### src/rtl/sbl_pkg.sv
// ---------------------------------------------------------------------------
// sbl_pkg
// Shared types, codes and sizes of the sorted bounded list.
// ---------------------------------------------------------------------------
package sbl_pkg;

  localparam int CAPACITY = 5;
  localparam int CNT_W    = $clog2(CAPACITY + 1);
  localparam int POS_W    = 3;
  localparam int CMP_W    = (CNT_W > POS_W) ? CNT_W : POS_W;

  // depth of the command and result queues
  localparam int QDEPTH = 2;
  localparam int QPTR_W = (QDEPTH > 1) ? $clog2(QDEPTH) : 1;
  localparam int QCNT_W = $clog2(QDEPTH + 1);

  typedef logic [CNT_W-1:0]  cnt_t;
  typedef logic [CMP_W-1:0]  cmp_t;
  typedef logic [QPTR_W-1:0] qptr_t;
  typedef logic [QCNT_W-1:0] qcnt_t;
  typedef logic [2:0]        count_out_t;

  // operation codes on the input port
  localparam logic [2:0] OP_INSERT       = 3'd0;
  localparam logic [2:0] OP_REMOVE_AT    = 3'd1;
  localparam logic [2:0] OP_REMOVE_BELOW = 3'd2;
  localparam logic [2:0] OP_REMOVE_KIND  = 3'd3;
  localparam logic [2:0] OP_READ_AT      = 3'd4;

  // decoded command kinds handed to the back end
  localparam logic [2:0] CMD_NOP          = 3'd0;
  localparam logic [2:0] CMD_INSERT       = 3'd1;
  localparam logic [2:0] CMD_REMOVE_AT    = 3'd2;
  localparam logic [2:0] CMD_REMOVE_BELOW = 3'd3;
  localparam logic [2:0] CMD_REMOVE_KIND  = 3'd4;
  localparam logic [2:0] CMD_READ_AT      = 3'd5;

  // status codes
  localparam logic [1:0] ST_OK    = 2'd0;
  localparam logic [1:0] ST_FULL  = 2'd1;
  localparam logic [1:0] ST_RANGE = 2'd2;

  typedef struct packed {
    logic [31:0] area;
    logic [1:0]  kind;
    logic [15:0] handle;
  } entry_t;

  typedef struct packed {
    logic [2:0]       cmd;
    entry_t           item;
    logic [POS_W-1:0] position;
  } cmd_t;

  typedef struct packed {
    logic [1:0] status;
    entry_t     item;
    count_out_t count;
  } result_t;

  function automatic qptr_t next_ptr(input qptr_t ptr);
    if (ptr == qptr_t'(QDEPTH - 1)) begin
      return '0;
    end
    return ptr + qptr_t'(1);
  endfunction

endpackage

### src/rtl/sorted_bounded_list.sv
// ---------------------------------------------------------------------------
// sorted_bounded_list
// Bounded list of up to five entries, kept in order of area, largest first.
//
// Input channel: a word is taken when push is high and full is low. It
// carries operation, area_key, kind_tag, handle and position.
// Result channel: while empty is low the oldest result word sits on status,
// out_area, out_kind, out_handle and entry_count; pop with empty low takes it.
// Every input word yields exactly one result word, in order.
// A word that is taken is decoded into a two-word command queue; once the
// back end takes it, it is carried out against the entry cells and its
// result word is queued for the result ports, oldest first.
// Throughput: one word per cycle while results are popped; each command,
// including compaction of the cells, is carried out whole as the back end takes it.
// When pop is held low the two-word result queue fills, the back end stops
// taking commands, the command queue fills and full rises.
// Reset (rst, synchronous) empties both queues and the list; entry contents
// are not cleared and are never read until written.
// ---------------------------------------------------------------------------
module sorted_bounded_list (
  input  logic        clk,
  input  logic        rst,
  input  logic        push,
  output logic        full,
  input  logic [2:0]  operation,
  input  logic [31:0] area_key,
  input  logic [1:0]  kind_tag,
  input  logic [15:0] handle,
  input  logic [2:0]  position,
  output logic        empty,
  input  logic        pop,
  output logic [1:0]  status,
  output logic [31:0] out_area,
  output logic [1:0]  out_kind,
  output logic [15:0] out_handle,
  output logic [2:0]  entry_count
);
  import sbl_pkg::*;

  logic    cmd_valid;
  logic    cmd_take;
  cmd_t    cmd;
  result_t result;

  sbl_front u_front (
    .clk       (clk),
    .rst       (rst),
    .push      (push),
    .full      (full),
    .operation (operation),
    .area_key  (area_key),
    .kind_tag  (kind_tag),
    .handle    (handle),
    .position  (position),
    .cmd_valid (cmd_valid),
    .cmd       (cmd),
    .cmd_take  (cmd_take)
  );

  sbl_back u_back (
    .clk       (clk),
    .rst       (rst),
    .cmd_valid (cmd_valid),
    .cmd       (cmd),
    .cmd_take  (cmd_take),
    .empty     (empty),
    .pop       (pop),
    .result    (result)
  );

  assign status      = result.status;
  assign out_area    = result.item.area;
  assign out_kind    = result.item.kind;
  assign out_handle  = result.item.handle;
  assign entry_count = result.count;

endmodule

### src/rtl/sbl_front.sv
// ---------------------------------------------------------------------------
// sbl_front
// Accepts words, decodes the operation and holds them in a short queue
// until the back end takes them.
// ---------------------------------------------------------------------------
module sbl_front (
  input  logic                  clk,
  input  logic                  rst,
  input  logic                  push,
  output logic                  full,
  input  logic [2:0]            operation,
  input  logic [31:0]           area_key,
  input  logic [1:0]            kind_tag,
  input  logic [15:0]           handle,
  input  logic [2:0]            position,
  output logic                  cmd_valid,
  output sbl_pkg::cmd_t         cmd,
  input  logic                  cmd_take
);
  import sbl_pkg::*;

  cmd_t  queue [QDEPTH];
  qptr_t wr_ptr;
  qptr_t rd_ptr;
  qcnt_t count;
  cmd_t  decoded;
  logic  do_push;
  logic  do_pop;

  always_comb begin
    decoded.item.area   = area_key;
    decoded.item.kind   = kind_tag;
    decoded.item.handle = handle;
    decoded.position    = position;
    unique case (operation)
      OP_INSERT:       decoded.cmd = CMD_INSERT;
      OP_REMOVE_AT:    decoded.cmd = CMD_REMOVE_AT;
      OP_REMOVE_BELOW: decoded.cmd = CMD_REMOVE_BELOW;
      OP_REMOVE_KIND:  decoded.cmd = CMD_REMOVE_KIND;
      OP_READ_AT:      decoded.cmd = CMD_READ_AT;
      default:         decoded.cmd = CMD_NOP;
    endcase
  end

  assign full      = (count == qcnt_t'(QDEPTH));
  assign cmd_valid = (count != '0);
  assign cmd       = queue[rd_ptr];
  assign do_push   = push && !full;
  assign do_pop    = cmd_take && cmd_valid;

  always_ff @(posedge clk) begin
    if (do_push) begin
      queue[wr_ptr] <= decoded;
    end
  end

  always_ff @(posedge clk) begin
    if (rst) begin
      wr_ptr <= '0;
      rd_ptr <= '0;
      count  <= '0;
    end else begin
      if (do_push) begin
        wr_ptr <= next_ptr(wr_ptr);
      end
      if (do_pop) begin
        rd_ptr <= next_ptr(rd_ptr);
      end
      if (do_push && !do_pop) begin
        count <= count + qcnt_t'(1);
      end else if (do_pop && !do_push) begin
        count <= count - qcnt_t'(1);
      end
    end
  end

  a_count_bound: assert property (@(posedge clk) disable iff (rst)
    count <= qcnt_t'(QDEPTH))
    else $error("command queue count beyond depth");

  a_push_grows: assert property (@(posedge clk) disable iff (rst)
    (do_push && !do_pop) |=> count == $past(count) + qcnt_t'(1))
    else $error("command queue lost a word");

  a_pop_shrinks: assert property (@(posedge clk) disable iff (rst)
    (do_pop && !do_push) |=> count == $past(count) - qcnt_t'(1))
    else $error("command queue kept a taken word");

endmodule

### src/rtl/sbl_back.sv
// ---------------------------------------------------------------------------
// sbl_back
// Holds the entry cells, carries out one command per cycle while the
// result queue has room and queues the result words for the receiver.
// ---------------------------------------------------------------------------
module sbl_back (
  input  logic                  clk,
  input  logic                  rst,
  input  logic                  cmd_valid,
  input  sbl_pkg::cmd_t         cmd,
  output logic                  cmd_take,
  output logic                  empty,
  input  logic                  pop,
  output sbl_pkg::result_t      result
);
  import sbl_pkg::*;

  entry_t  entries      [CAPACITY];
  entry_t  entries_next [CAPACITY];
  entry_t  packed_list  [CAPACITY];
  entry_t  inserted     [CAPACITY];
  cnt_t    rank         [CAPACITY];
  cnt_t    fill;
  cnt_t    fill_next;
  cnt_t    kept;
  cnt_t    at;
  logic    [CAPACITY-1:0] valid;
  logic    [CAPACITY-1:0] drop;
  logic    [CAPACITY-1:0] keep;
  logic    pos_bad;
  entry_t  picked;
  result_t res;
  logic    sorted_ok;

  result_t rqueue [QDEPTH];
  qptr_t   wr_ptr;
  qptr_t   rd_ptr;
  qcnt_t   rcount;
  logic    do_pop;

  always_comb begin
    for (int i = 0; i < CAPACITY; i++) begin
      valid[i] = (cnt_t'(i) < fill);
    end
    pos_bad = (cmp_t'(cmd.position) >= cmp_t'(fill));

    picked = '0;
    for (int i = 0; i < CAPACITY; i++) begin
      if (cmp_t'(i) == cmp_t'(cmd.position)) begin
        picked = entries[i];
      end
    end

    // entries to drop for the compacting commands
    for (int i = 0; i < CAPACITY; i++) begin
      case (cmd.cmd)
        CMD_REMOVE_AT:    drop[i] = (cmp_t'(i) == cmp_t'(cmd.position));
        CMD_REMOVE_BELOW: drop[i] = (entries[i].area < cmd.item.area);
        CMD_REMOVE_KIND:  drop[i] = (entries[i].kind == cmd.item.kind);
        default:          drop[i] = 1'b0;
      endcase
      keep[i] = valid[i] && !drop[i];
    end

    // rank of each kept entry = its slot after closing the gaps
    kept = '0;
    for (int i = 0; i < CAPACITY; i++) begin
      rank[i] = kept;
      if (keep[i]) begin
        kept = kept + cnt_t'(1);
      end
    end
    for (int j = 0; j < CAPACITY; j++) begin
      packed_list[j] = entries[j];
      for (int i = 0; i < CAPACITY; i++) begin
        if (keep[i] && rank[i] == cnt_t'(j)) begin
          packed_list[j] = entries[i];
        end
      end
    end

    // list is sorted largest first, so the first smaller area is the slot
    at = fill;
    for (int i = CAPACITY - 1; i >= 0; i--) begin
      if (valid[i] && entries[i].area < cmd.item.area) begin
        at = cnt_t'(i);
      end
    end
    for (int j = 0; j < CAPACITY; j++) begin
      if (cnt_t'(j) < at) begin
        inserted[j] = entries[j];
      end else if (cnt_t'(j) == at) begin
        inserted[j] = cmd.item;
      end else begin
        inserted[j] = entries[(j > 0) ? j - 1 : 0];
      end
    end

    entries_next = entries;
    fill_next    = fill;
    res.status   = ST_OK;
    res.item     = '0;
    unique case (cmd.cmd) inside
      CMD_INSERT: begin
        if (fill == cnt_t'(CAPACITY)) begin
          res.status = ST_FULL;
        end else begin
          entries_next = inserted;
          fill_next    = fill + cnt_t'(1);
        end
      end
      CMD_REMOVE_AT, CMD_READ_AT: begin
        if (pos_bad) begin
          res.status = ST_RANGE;
        end else begin
          res.item = picked;
          if (cmd.cmd == CMD_REMOVE_AT) begin
            entries_next = packed_list;
            fill_next    = kept;
          end
        end
      end
      CMD_REMOVE_BELOW, CMD_REMOVE_KIND: begin
        entries_next = packed_list;
        fill_next    = kept;
      end
      default: ;
    endcase
    res.count = count_out_t'(fill_next);

    sorted_ok = 1'b1;
    for (int i = 1; i < CAPACITY; i++) begin
      if (valid[i] && entries[i-1].area < entries[i].area) begin
        sorted_ok = 1'b0;
      end
    end
  end

  assign cmd_take = cmd_valid && (rcount != qcnt_t'(QDEPTH));
  assign empty    = (rcount == '0);
  assign result   = rqueue[rd_ptr];
  assign do_pop   = pop && !empty;

  always_ff @(posedge clk) begin
    if (cmd_take) begin
      entries        <= entries_next;
      rqueue[wr_ptr] <= res;
    end
  end

  always_ff @(posedge clk) begin
    if (rst) begin
      fill   <= '0;
      wr_ptr <= '0;
      rd_ptr <= '0;
      rcount <= '0;
    end else begin
      if (cmd_take) begin
        fill   <= fill_next;
        wr_ptr <= next_ptr(wr_ptr);
      end
      if (do_pop) begin
        rd_ptr <= next_ptr(rd_ptr);
      end
      if (cmd_take && !do_pop) begin
        rcount <= rcount + qcnt_t'(1);
      end else if (do_pop && !cmd_take) begin
        rcount <= rcount - qcnt_t'(1);
      end
    end
  end

  a_fill_bound: assert property (@(posedge clk) disable iff (rst)
    fill <= cnt_t'(CAPACITY))
    else $error("fill count beyond capacity");

  a_sorted: assert property (@(posedge clk) disable iff (rst)
    sorted_ok)
    else $error("stored entries out of order");

  a_insert_grows: assert property (@(posedge clk) disable iff (rst)
    (cmd_take && cmd.cmd == CMD_INSERT && fill != cnt_t'(CAPACITY))
      |=> fill == $past(fill) + cnt_t'(1))
    else $error("insert did not add an entry");

  a_full_holds: assert property (@(posedge clk) disable iff (rst)
    (cmd_take && cmd.cmd == CMD_INSERT && fill == cnt_t'(CAPACITY))
      |=> $stable(fill))
    else $error("rejected insert changed the list");

  a_rqueue_bound: assert property (@(posedge clk) disable iff (rst)
    rcount <= qcnt_t'(QDEPTH))
    else $error("result queue count beyond depth");

endmodule
### config.mk
export PLATFORM = sky130hd
export DESIGN_NAME = sorted_bounded_list
export DESIGN_NICKNAME = d
export VERILOG_FILES = /design/src/rtl/sbl_pkg.sv /design/src/rtl/sorted_bounded_list.sv /design/src/rtl/sbl_front.sv /design/src/rtl/sbl_back.sv
export SDC_FILE = /design/constraint.sdc
export NUM_CORES = 1
export LEC_CHECK = 0
export ABC_AREA = 1
export BUFFER_PORTS_ARGS = -buffer_cell sky130_fd_sc_hd__buf_2
export CAP_MARGIN = 10
export CORE_AREA = 2 2 286 288
export CTS_CLUSTER_DIAMETER = 150
export DETAILED_ROUTE_END_ITERATION = 10
export DIE_AREA = 0 0 288 290
export PLACE_DENSITY = 0.52
export RECOVER_POWER = 25
export SYNTH_ARGS = -nofsm -noshare
export SYNTH_HDL_FRONTEND = slang
export SYNTH_HIERARCHICAL = 1
export SYNTH_SLANG_ARGS = --single-unit
### constraint.sdc
create_clock -name clk -period 16.4 [get_ports clk]
set_input_delay 0.82 -clock clk [delete_from_list [all_inputs] [get_ports clk]]
set_output_delay 0.82 -clock clk [all_outputs]
set_load 0.02 [all_outputs]
### Word-level counts from Yosys, hierarchy flattened

Memory sizes are Yosys's and may differ from the RTL's. A register that Yosys moved wholly into a read port is not among the register bits.
Cells that the tools add are included.

* memory bits (writable): 222
* bits of input ports: 60
* output and inout port bits: 57
* memories kept: 2
* word-level logic and storage cells: 264
* register bits after elaboration: 261

Memory list
* u_front.queue: words 2, bits a word 56, rd ports 1, clocked after Yosys merged registers in 1, write ports 1, RTL line sbl_front.sv:22 `cmd_t queue [QDEPTH];`
* u_back.rqueue: words 2, bits a word 55, rd ports 1, clocked after Yosys merged registers in 1, write ports 1, RTL line sbl_back.sv:35 `result_t rqueue [QDEPTH];`

* muxes and demuxes: 95
* order comparisons: 16
* eq/ne operators: 49
* reductions and logical operators: 67
* add/sub/neg operators: 13

Operator list (number)
* $mux 50: 36
* $mux 250: 3
* $pmux 250 s3: 1
* $lt 32x32->1: 5
* $logic_and 1x1->1: 37
* $mux 3: 12
* $eq 3x2->1 const B: 10
* $mux 1: 30
* $reduce_and 6->1: 4
* $eq 3x3->1 const B: 7
* $logic_not 3->1: 7
* $ne 2x2->1 const B: 8
* $eq 3x1->1 const B: 5
* $pmux 1 s3: 5
* $pmux 3 s5: 1
* $add 3x1->3 const B: 4
* $eq 2x3->1 const A: 4
* $lt 1x3->1 const A: 4
* $lt 2x3->1 const A: 4
* $logic_not 1->1: 11
* $eq 2x2->1: 5
* $mux 2: 5
* $pmux 3 s3: 1
* $reduce_and 7->1: 1
* 17 further kinds: 30

### Logic depth before layout (Yosys ltp)

Gate-level depths: netlist of the first run.

* word-level depth: 17
* gate-level depth with buffers: 34
* mapped depth without buffers: 32

### Cells and area by module

Netlist of the first run, hierarchy kept.

Modules (own cells, without submodules)
* sbl_back: sequential area each 10970.5 um2, instances 1, area an instance 27505.1 um2, cells an instance 3415
* sbl_front: sequential area each 3463.3 um2, instances 1, area an instance 4475.5 um2, cells an instance 218

### Least setup slack after synthesis of the first run

Ideal clock, no wire load.

* path kind: reg-to-reg
* start: register with a tool-made name
* end: register u_back/entries[50] in the netlist's numbering, enable pin
* required time: 15.881 ns
* path buffers: 3
* cell stages (with the launch flop): 28
* arrival time: 7.693 ns
* setup time: 0.519 ns
* period minus slack after synthesis: 8.212 ns
* setup slack: 8.188 ns
* cell sequence: dfxtp_1 > buf_6 > buf_6 > mux2_4 > inv_1 > ha_1 > a21oi_1 > o21ai_0 > nand2_1 > a21oi_1 > a211oi_1 > nand3_1 > nand4_1 > inv_1 > ha_1 > nand4_1 > nand2_1 > inv_1 > ha_1 > or2_2 > nand2_1 > ha_1 > ha_1 > inv_1 > nor2_1 > clkbuf_1 > nor3_1 > nor3_1

RTL lines
* end signal, assigned: RTL line sbl_back.sv:146 `entries <= entries_next;`
* end, declared: RTL line sbl_back.sv:18 `entry_t entries [CAPACITY];`

==> impl_metrics.csv, run 1 <==
group,metric,value,unit
status,status,"finished with violations",
status,violations,"max-capacitance violations, max-slew violations",
drt,antenna_left,0,
critical_path,cp-end-kind,"flop",
yosys,synth_area_leaders,"edfxtp_1, nand2_1, ha_1",
floorplan,core_area,80200,um2
critical_path,crit_path_top_delay_cell,"dfxtp_4",
yosys,netlist.area_leader.share,44.3,%
global_routing,grtUsageMet2,41.1,%
clocking,clk_latency,0.63,ns
floorplan,die_w,288,um
clocking,cts-root-buf,"clkbuf_16",
yosys,synthAdderAreaFrac,6.89,%
hold_path,hp-class,"input port to flop",
flow_run,maxCapViolCount,4,
clocking,cts_hold_buffers,0,
timing,relSlewSlack,-183,%
timing,fmax,131,MHz
drt,wl_per_cell,23.1,um
yosys,syn_area_per_cell,8.80,um2
global_routing,grt_max_degree,196,
timing,finalCriticalPeriod,7.62,ns
yosys,ys_top_cells_by_count,"nand2_1, edfxtp_1, inv_1",
critical_path,crit_top_cell,"nand2_1",
yosys,yosys.area_share.xor_xnor,0.301,%
drt,wirelength,109000,um
yosys,synthDistinctLibCells,44,
critical_path,critical-path-top-delay-family,"simple AND/OR/NAND/NOR gates",
floorplan,initial_core_util,39.9,%
yosys,synth_top_family_by_area,"compound AO/OA/AOI/OAI gates",
floorplan,rows,104,
floorplan,die_height,290,um
timing,hold_violations,0,
floorplan,dieArea,83500,um2
yosys,synth_edf_count,472,
layout,num_antenna_cells,0,
clocking,clk_pin_slew_worst_paths,0.06,ns
timing,report.final.setup_viol,0,
clocking,h-tree-depth,2,
global_routing,antenna_found_initial,1,
yosys,ys_seq_area_share,45.1,%
yosys,yosys_register_bits,485,
yosys,yosys.area_share.simple,16.5,%
pwr,p_total,8.13,mW
clocking,cts.sinks,485,
pwr,peakVddDrop,0.283,mV
pwr,p_leak,14.6,nW
drt,drc,0,
clocking,tritoncts,"yes",
clocking,cts_buffers,57,
critical_path,worstPathArrival,7.88,ns
critical_path,slowest_delay,0.94,ns
timing,fin_setup_tns,0,ns
clocking,cts_resized,0,
yosys,synth.area.mux_share,4.38,%
yosys,synthArstFlopShare,0,%
drt,vias,26800,
critical_path,worstSetupPathType,"flop to flop",
layout,fin_nets,3847,
timing,rsz0062_at_grt,"no",
yosys,synthesis.nets,3869,
global_routing,busiest_layer,"met2",
critical_path,required,16.66,ns
global_routing,use_met3,4.12,%
yosys,yosys_warnings,6,
pwr,p_per_area,232,nW/um2
timing,tightest_slew,4.25,ns
placed_design,numPortBuffers,116,
drt,drtIter0Drc,2674,
yosys,synth_top_area_cell,"edfxtp_1",
drt,dr.pass1.iters,6,
yosys,synth_compound_area_share,19.1,%
drt,viasPerCell,5.68,
critical_path,critPathMaxFanout,46,
global_routing,gr-total-overflow,0,
clocking,cts_buffer_depth,3,
timing,fin_crit_sh,46.5,%
yosys,synthesis.instances,3633,
global_routing,grt_pass1_wl,163000,um
global_routing,grt_pass1_vias,25500,
placed_design,place_congestion,0.857,
placed_design,dp_hpwl,64700,um
yosys,post-synth-top-count-cell,"nand2_1",
layout,drive_gt1_share,11.5,%
yosys,synth-main-ff-cell,"edfxtp_1",
critical_path,start_kind,"flop",
layout,area_growth,9.53,%
global_routing,met1_usage,36.1,%
floorplan,io_pins,117,
timing,slew_violations,163,
clocking,cts_setup_buffers,0,
timing,finClkSkew,0.0169,ns
critical_path,crit_buf_inv,4,
yosys,synth_area,32000,um2
global_routing,track_usage,25.8,%
## cells in the final DEF (no fill, tap or decap), drive strengths merged, types with 4 or more instances in the layout
cell type / instances
o211ai: 205
clkbuf: 114
dfxtp: 13
bufinv: 6
clkinv: 29
buf: 113
clkinvlp: 4
a221oi: 50
a31oi: 6
nor3: 13
o21a: 9
ha: 176
inv: 340
nand3: 197
o21ai: 291
a211oi: 102
nand2: 1009
nor4: 4
edfxtp: 472
nand4: 17
mux2: 111
nor2: 55
xnor2: 9
a21oi: 297
## cells by family (layout without fill, tap and decap cells)
kind of cell	after synthesis	after routing
adder cells (fa/ha/maj)	176	176
AO/OA/AOI/OAI	969	969
XOR/XNOR	11	11
flip-flops	485	485
multiplexers	111	111
AND/OR/NAND/NOR	1301	1301
buffers and inverters	580	606
## per-layer routing
layer / routed length [um] / share of wire, %
met1: 48100 / 44
met4: 3200 / 2.9
met5: 11 / 0.010
met2: 49200 / 45
met3: 8370 / 7.7
## power by group
group | internal, mW | total, mW | switching [mW]
Sequential | 2.05 | 2.39 | 0.334
Clock | 0.739 | 1.28 | 0.542
Combinational | 1.40 | 4.46 | 3.05
## final cells by class
class	instances	area [um2]
well taps	1060	1330
multi-input cells	2568	15300
clock buffers	69	1480
flip-flops and latches	485	14400
inverters	341	1290
clock inverters	38	369
repair buffers	158	847
fillers	8053	45100
## registers in the layout, indices dropped and copies added, names as in the netlist, named ones only
name / cells
u_back/entries: 250
u_front/queue: 112
u_back/rqueue: 110
u_back/fill: 3
u_back/rcount: 2
u_front/count: 2
u_back/rd_ptr: 1
u_back/wr_ptr: 1
u_front/rd_ptr: 1
u_front/wr_ptr: 1
## path summary, 6_finish.rpt
path | startpoint | to | slack [ns] | depth (start not counted)
min | handle[0] | u_front/queue[1][3]$_DFFE_PP_ | 0.38 | 1
max reg2reg | flop | u_back/entries[104]$_DFFE_PP_ | 8.78 | 26
max | flop | u_back/entries[104]$_DFFE_PP_ | 8.78 | 26
min reg2reg | u_back/rd_ptr$_SDFFE_PP0P_ | flop | 0.47 | 2
## per-stage QoR
stage | cells | instance area, um2 | hold WS (ns) | setup slack [ns] | utilization, %
after floorplan | 3633 | 32000 | 0.447 | 8.19 | -
after global placement | 4612 | 33300 | 0.449 | 8.91 | 41.5
after detailed placement | 4612 | 33300 | 0.454 | 8.73 | 41.5
after CTS | 4719 | 35100 | 0.338 | 8.72 | 43.8
after global routing | 4719 | 35000 | 0.358 | 8.44 | 43.7
final | 4719 | 35000 | 0.379 | 8.78 | 43.7
No activity file was read; power rests on OpenSTA's default activity.
==> run 2: changes to the inputs <==
--- a/config.mk
+++ b/config.mk
@@ -5,14 +5,14 @@
 export SDC_FILE = /design/constraint.sdc
 export NUM_CORES = 1
 export LEC_CHECK = 0
-export ABC_AREA = 1
+export ABC_AREA = 0
 export BUFFER_PORTS_ARGS = -buffer_cell sky130_fd_sc_hd__buf_2
 export CAP_MARGIN = 10
-export CORE_AREA = 2 2 286 288
+export CORE_AREA = 2 2 278 280
 export CTS_CLUSTER_DIAMETER = 150
 export DETAILED_ROUTE_END_ITERATION = 10
-export DIE_AREA = 0 0 288 290
-export PLACE_DENSITY = 0.52
+export DIE_AREA = 0 0 280 282
+export PLACE_DENSITY = 0.54
 export RECOVER_POWER = 25
 export SYNTH_ARGS = -nofsm -noshare
 export SYNTH_HDL_FRONTEND = slang
==> constraint.sdc (replaced) <==
create_clock -name clk -period 6.25 [get_ports clk]
set_input_delay 0.3125 -clock clk [delete_from_list [all_inputs] [get_ports clk]]
set_output_delay 0.3125 -clock clk [all_outputs]
set_load 0.02 [all_outputs]
==> run 2 against run 1 <==
The flow still finishes with violations (max-capacitance violations, max-slew violations). Register-to-register slack lost 8.6 ns. Cell count shrank 21%. Critical path type unchanged. Highest routed layer unchanged. Sequential power grew 140%. Largest power group unchanged. Setup slack lost 8.6 ns. Synthesized cell count shrank 30%.
==> impl_metrics.csv, run 2 <==
group,metric,value,unit
status,status,"finished with violations",
status,violations,"max-capacitance violations, max-slew violations",
yosys,yosys_warnings,6,
yosys,ys_top_cells_by_count,"edfxtp_1, nand2_1, ha_1",
timing,fin_setup_tns,0,ns
flow_run,maxCapViolCount,3,
drt,viasPerCell,6.28,
floorplan,io_pins,117,
yosys,synthDistinctLibCells,77,
layout,layout_common_cells,"edfxtp_1, nand2_1, ha_1, mux2i_1, nor2_1",
yosys,synth_top_area_cell,"edfxtp_1",
floorplan,die_w,280,um
clocking,clk_pin_slew_worst_paths,0.06,ns
yosys,synthesis.instances,2544,
yosys,synthArstFlopShare,0,%
hold_path,hp-class,"input port to flop",
timing,finalCriticalPeriod,6.02,ns
timing,hold_violations,0,
global_routing,grt_max_degree,101,
layout,drive_gt1_share,19.0,%
critical_path,required,6.63,ns
hold_path,hold_depth,2,
layout,num_antenna_cells,0,
critical_path,cp-end-kind,"flop",
global_routing,track_usage,26.0,%
placed_design,dp_worst_setup_slack,0.0601,ns
yosys,synth_area_leaders,"edfxtp_1, ha_1, mux2i_1",
layout,area_growth,16.7,%
layout,largest_reg_flops,250,
drt,drc,0,
timing,report.final.setup_viol,0,
global_routing,gr-total-overflow,0,
drt,wirelength,104000,um
global_routing,grt_pass1_wl,154000,um
clocking,cts_buffers,57,
yosys,synth_edf_count,472,
clocking,cts_buffer_depth,3,
placed_design,numPortBuffers,116,
layout,seqCellArea,14400,um2
yosys,synthesis.nets,2780,
timing,rsz0062_at_grt,"no",
drt,wl_per_cell,28.0,um
critical_path,worstSetupPathType,"flop to flop",
clocking,cts.sinks,485,
layout,fill_cells,6797,
pwr,p_leak,13.5,nW
layout,final_common_cell,"edfxtp_1",
yosys,synth-main-ff-cell,"edfxtp_1",
critical_path,start_kind,"flop",
timing,relSlewSlack,-253,%
critical_path,critPathMaxFanout,18,
placed_design,place_congestion,0.898,
timing,tightest_slew,5.30,ns
yosys,yosys_register_bits,485,
timing,fmax,166,MHz
floorplan,core_area,75700,um2
clocking,tritoncts,"yes",
yosys,post-synth-top-count-cell,"edfxtp_1",
floorplan,die_height,282,um
floorplan,rows,101,
layout,largestRegisters,"u_back/entries: 250 flops, u_front/queue: 112 flops, u_back/rqueue: 110 flops",
yosys,netlist.area_leader.share,47.2,%
critical_path,r2r_slack,0.23,ns
timing,fin_crit_sh,96.4,%
layout,post-route-util,46.3,%
clocking,cts-root-buf,"clkbuf_16",
yosys,syn_area_per_cell,11.8,um2
pwr,peakVddDrop,0.400,mV
floorplan,initial_core_util,39.7,%
timing,fin_ws,0.227,ns
placed_design,dp_hpwl,63900,um
yosys,ys_seq_area_share,48.0,%
layout,fin_nets,2940,
global_routing,antenna_found_initial,2,
clocking,clk_latency,0.64,ns
timing,finClkSkew,0.0202,ns
pwr,p_per_area,541,nW/um2
global_routing,grt_pass1_vias,23900,
drt,drtIter0Drc,2324,
drt,dr.pass1.iters,6,
clocking,h-tree-depth,2,
layout,multi_input_area,14800,um2
critical_path,r2r_cells,26,
floorplan,dieArea,79000,um2
yosys,synth_area,30000,um2
drt,antenna_left,0,
layout,regMostFlops,"u_back/entries",
drt,vias,23400,
timing,slew_violations,170,
critical_path,worstPathArrival,6.41,ns
==> run 2: cell count changes after synthesis, sizes merged, moves of 86 or more <==
| cell | delta |
|---|---|
| a21oi | -174 |
| a22oi | +103 |
| mux2i | +150 |
| o21ai | -249 |
| nand3 | -184 |
| o211ai | -103 |
| nor2 | +86 |
| inv | -287 |
| nand2 | -751 |
==> run 2: timing repair <==
item                                    4_1_cts  5_1_grt
buffers inserted                              0        0
gates resized for setup                       0        4
hold buffers                                 54        0
endpoints found under the setup margin        0      330
hold endpoints to repair                    109        0
==> run 2: per-layer routing <==
metal	vias to the layer above	share of wire (%)	GRT usage (%)
met5	-	0.012	0
met4	2	2.6	7.38
met3	200	8.0	4.33
met2	1196	46	41.9
met1	11700	44	36.2
li1	10300	-	-
==> run 2: layout make-up <==
cell class,count,share of cell area [%]
repair buffers,286,7.00
clock buffers,70,4.41
flip-flops and latches,485,41.2
multi-input cells,1819,42.2
clock inverters,34,1.12
inverters,55,0.589
well taps,978,3.49
==> run 2: worst max-delay path, cell delays in order, from the launching register on <==
cell and delay (ns):
dfxtp_4 0.37, buf_12 0.19, mux2_2 0.44, inv_1 0.19, ha_1 0.29, a21oi_1 0.16, o21ai_0 0.14, buf_4 0.16
a22oi_1 0.33, nand4_1 0.19, o21ai_1 0.22, a2111o_1 0.18, inv_1 0.08, ha_1 0.17, or2_2 0.31, nand2_2 0.07
inv_1 0.06, ha_1 0.19, ha_1 0.27, or3_1 0.42, nand2_1 0.13, inv_1 0.07, ha_1 0.21, and3_2 0.21
buf_4 0.24, a22o_1 0.27, a21o_1 0.16
==> run 2: path summary, 6_finish.rpt <==
check	end	from
max	u_back/entries[55]$_DFFE_PP_	flop
min	u_front/queue[1][53]$_DFFE_PP_	operation[0]
max reg2reg	u_back/entries[55]$_DFFE_PP_	flop
min reg2reg	u_front/wr_ptr$_SDFFE_PP0P_	u_front/wr_ptr$_SDFFE_PP0P_
==> run 2: per-stage QoR <==
stage | area (um2) | hold WS, ns | cells | total power [mW]
after global routing | 35100 | 0.0217 | 3727 | 20.0
after global placement | 32600 | 0.477 | 3569 | 15.1
after detailed placement | 32600 | 0.487 | 3569 | 15.3
after CTS | 35100 | 0.00538 | 3727 | 18.9
after floorplan | 30200 | 0.382 | 2544 | 11.9
final | 35100 | 0.0320 | 3727 | 19.0
==> run 2: cells by family after synthesis <==
logic type / Yosys count / synth area share (%)
fa+ha+maj: 176 / 7.33
mux: 361 / 14.8
buf+inv: 240 / 3.61
simple gates: 615 / 9.39
xor+xnor: 21 / 0.658
compound gates: 646 / 16.2
flops: 485 / 48.0
==> run 2: where the power goes <==
| group | leakage (nW) | internal (mW) | switching (mW) | total, mW |
|---|---|---|---|---|
| registers | 4.48 | 4.99 | 0.790 | 5.78 |
| clock network | 0.948 | 2.08 | 1.41 | 3.49 |
| logic | 8.07 | 3.86 | 5.85 | 9.70 |
==> run 3: changes to the inputs <==
--- a/config.mk
+++ b/config.mk
@@ -7,12 +7,12 @@
 export LEC_CHECK = 0
 export ABC_AREA = 0
 export BUFFER_PORTS_ARGS = -buffer_cell sky130_fd_sc_hd__buf_2
-export CAP_MARGIN = 10
+export CAP_MARGIN = 30
 export CORE_AREA = 2 2 278 280
 export CTS_CLUSTER_DIAMETER = 150
 export DETAILED_ROUTE_END_ITERATION = 10
 export DIE_AREA = 0 0 280 282
-export PLACE_DENSITY = 0.54
+export PLACE_DENSITY = 0.67
 export RECOVER_POWER = 25
 export SYNTH_ARGS = -nofsm -noshare
 export SYNTH_HDL_FRONTEND = slang
==> run 3 against run 2 <==
The flow still finishes with violations (max-capacitance violations, max-slew violations). Sequential share of layout area is 0.75 points higher. Critical path depth is 1 lower. Design area is 1.8% lower. Fmax is 0.87% higher. Setup slack better by 0.052 ns. Global-route usage is 2.0 points lower. Register-to-register slack better by 0.05 ns. Core utilization is 0.83 points lower. Critical endpoint is now u_back/entries[81]$_DFFE_PP_.
==> impl_metrics.csv, run 3 (same netlist as run 2, synthesis figures left out) <==
group,metric,value,unit
floorplan,core_area,75700,um2
placed_design,dp_hpwl,60200,um
clocking,cts_buffers,52,
drt,dr.pass1.iters,6,
timing,fmax,167,MHz
timing,fin_ws,0.279,ns
timing,hold_violations,0,
clocking,cts-root-buf,"clkbuf_16",
global_routing,grt_pass1_wl,146000,um
layout,layout_common_cells,"edfxtp_1, nand2_1, ha_1, mux2i_1, nor2_1",
layout,final_common_cell,"edfxtp_1",
clocking,h-tree-depth,2,
floorplan,rows,101,
layout,largest_reg_flops,250,
timing,finalCriticalPeriod,5.97,ns
critical_path,worstSetupPathType,"flop to flop",
drt,vias,23600,
clocking,clk_latency,0.65,ns
placed_design,numPortBuffers,116,
flow_run,maxCapViolCount,4,
timing,slew_violations,160,
timing,tightest_slew,4.21,ns
drt,drc,0,
pwr,p_total,18.3,mW
timing,fin_crit_sh,95.5,%
placed_design,dp_worst_setup_slack,0.203,ns
critical_path,required,6.73,ns
placed_design,placed_cell_area,32200,um2
global_routing,grt_max_degree,159,
timing,finClkSkew,0.0470,ns
drt,drtIter0Drc,2649,
timing,timing.hold.ws,0.0419,ns
critical_path,slowest_delay,0.43,ns
drt,antenna_left,0,
pwr,peakVddDrop,0.346,mV
global_routing,antenna_found_initial,0,
status,violations,"max-capacitance violations, max-slew violations",
global_routing,track_usage,24.0,%
critical_path,crit_path_top_delay_cell,"dfxtp_4",
critical_path,worstPathArrival,6.45,ns
floorplan,io_pins,117,
global_routing,grt_pass1_vias,24100,
pwr,p_leak,13.2,nW
layout,final_area,34400,um2
drt,wl_per_cell,26.3,um
layout,largestRegisters,"u_back/entries: 250 flops, u_front/queue: 112 flops, u_back/rqueue: 110 flops",
placed_design,place_congestion,0.986,
layout,post-route-util,45.5,%
timing,rsz0062_at_grt,"no",
timing,fin_setup_tns,0,ns
floorplan,initial_core_util,39.7,%
floorplan,die_height,282,um
pwr,p_per_area,532,nW/um2
layout,fin_nets,2905,
drt,wirelength,97000,um
clocking,cts_buffer_depth,3,
drt,viasPerCell,6.39,
placed_design,dp_cells,3534,
layout,regMostFlops,"u_back/entries",
critical_path,critPathMaxFanout,26,
critical_path,cp-end-kind,"flop",
layout,area_growth,14.6,%
status,status,"finished with violations",
global_routing,gr-total-overflow,0,
layout,drive_gt1_share,17.8,%
critical_path,start_kind,"flop",
hold_path,hp-class,"input port to flop",
layout,num_antenna_cells,0,
clocking,cts.sinks,485,
timing,relSlewSlack,-181,%
critical_path,crit_top_cell,"ha_1",
layout,finalNonFillerCells,3691,
clocking,clk_pin_slew_worst_paths,0.07,ns
timing,report.final.setup_viol,0,
floorplan,dieArea,79000,um2
floorplan,die_w,280,um
clocking,tritoncts,"yes",
==> run 3: changes by cell type in the layout (fill, tap and decap cells not counted), sizes merged <==
cell         previous run  this run
buf                   186       155
bufinv                  8         3
clkbuf                116       110
clkinv                 20        23
clkinvlp                3         6
dlygate4sd3            54        53
inv                    58        59
==> run 3: cell type report <==
class,count,area (um2)
fill,6708,41300
multi-input combinational,1819,14800
sequential,485,14400
timing repair buffer,256,2050
clock buffer,62,1370
tap,978,1220
clock inverter,36,334
inverter,55,206
==> run 3: power breakdown <==
part / internal [mW] / switching (mW)
clock: 1.71 / 1.38
combinational: 3.72 / 5.80
sequential: 4.99 / 0.714
total: 10.4 / 7.89
==> run 3: path summary, 6_finish.rpt <==
path	startpoint	end	slack (ns)	cells after the start
setup / recovery	flop	u_back/entries[81]$_DFFE_PP_	0.28	25
setup reg to reg	flop	u_back/entries[81]$_DFFE_PP_	0.28	25
hold / removal	rst	u_back/rcount[0]$_SDFFE_PP0P_	0.04	2
hold reg to reg	u_front/wr_ptr$_SDFFE_PP0P_	u_front/wr_ptr$_SDFFE_PP0P_	0.49	2
==> run 3: layer usage <==
metal,vias to the layer above,share of wire [%],GRT usage [%],wire (um)
li1,10200,-,-,-
met1,11600,39,31.3,38100
met2,1485,46,38.6,44500
met3,325,10,4.39,9660
met4,0,4.8,11.9,4700
met5,-,0,0,0
==> run 3: what timing repair did <==
item,CTS,global route
setup endpoints to repair,0,252
resized for setup,0,8
hold endpoints to repair,106,0
hold buffers,53,0
buffers inserted,0,4
==> run 3: critical path, delay by kind of cell, from the launching register on <==
kind / cells / cell delay (ns)
compound gates: 6 / 1.41
simple gates: 7 / 1.34
fa+ha+maj: 5 / 1.20
buf+inv: 6 / 0.93
flops: 1 / 0.43
mux: 1 / 0.42
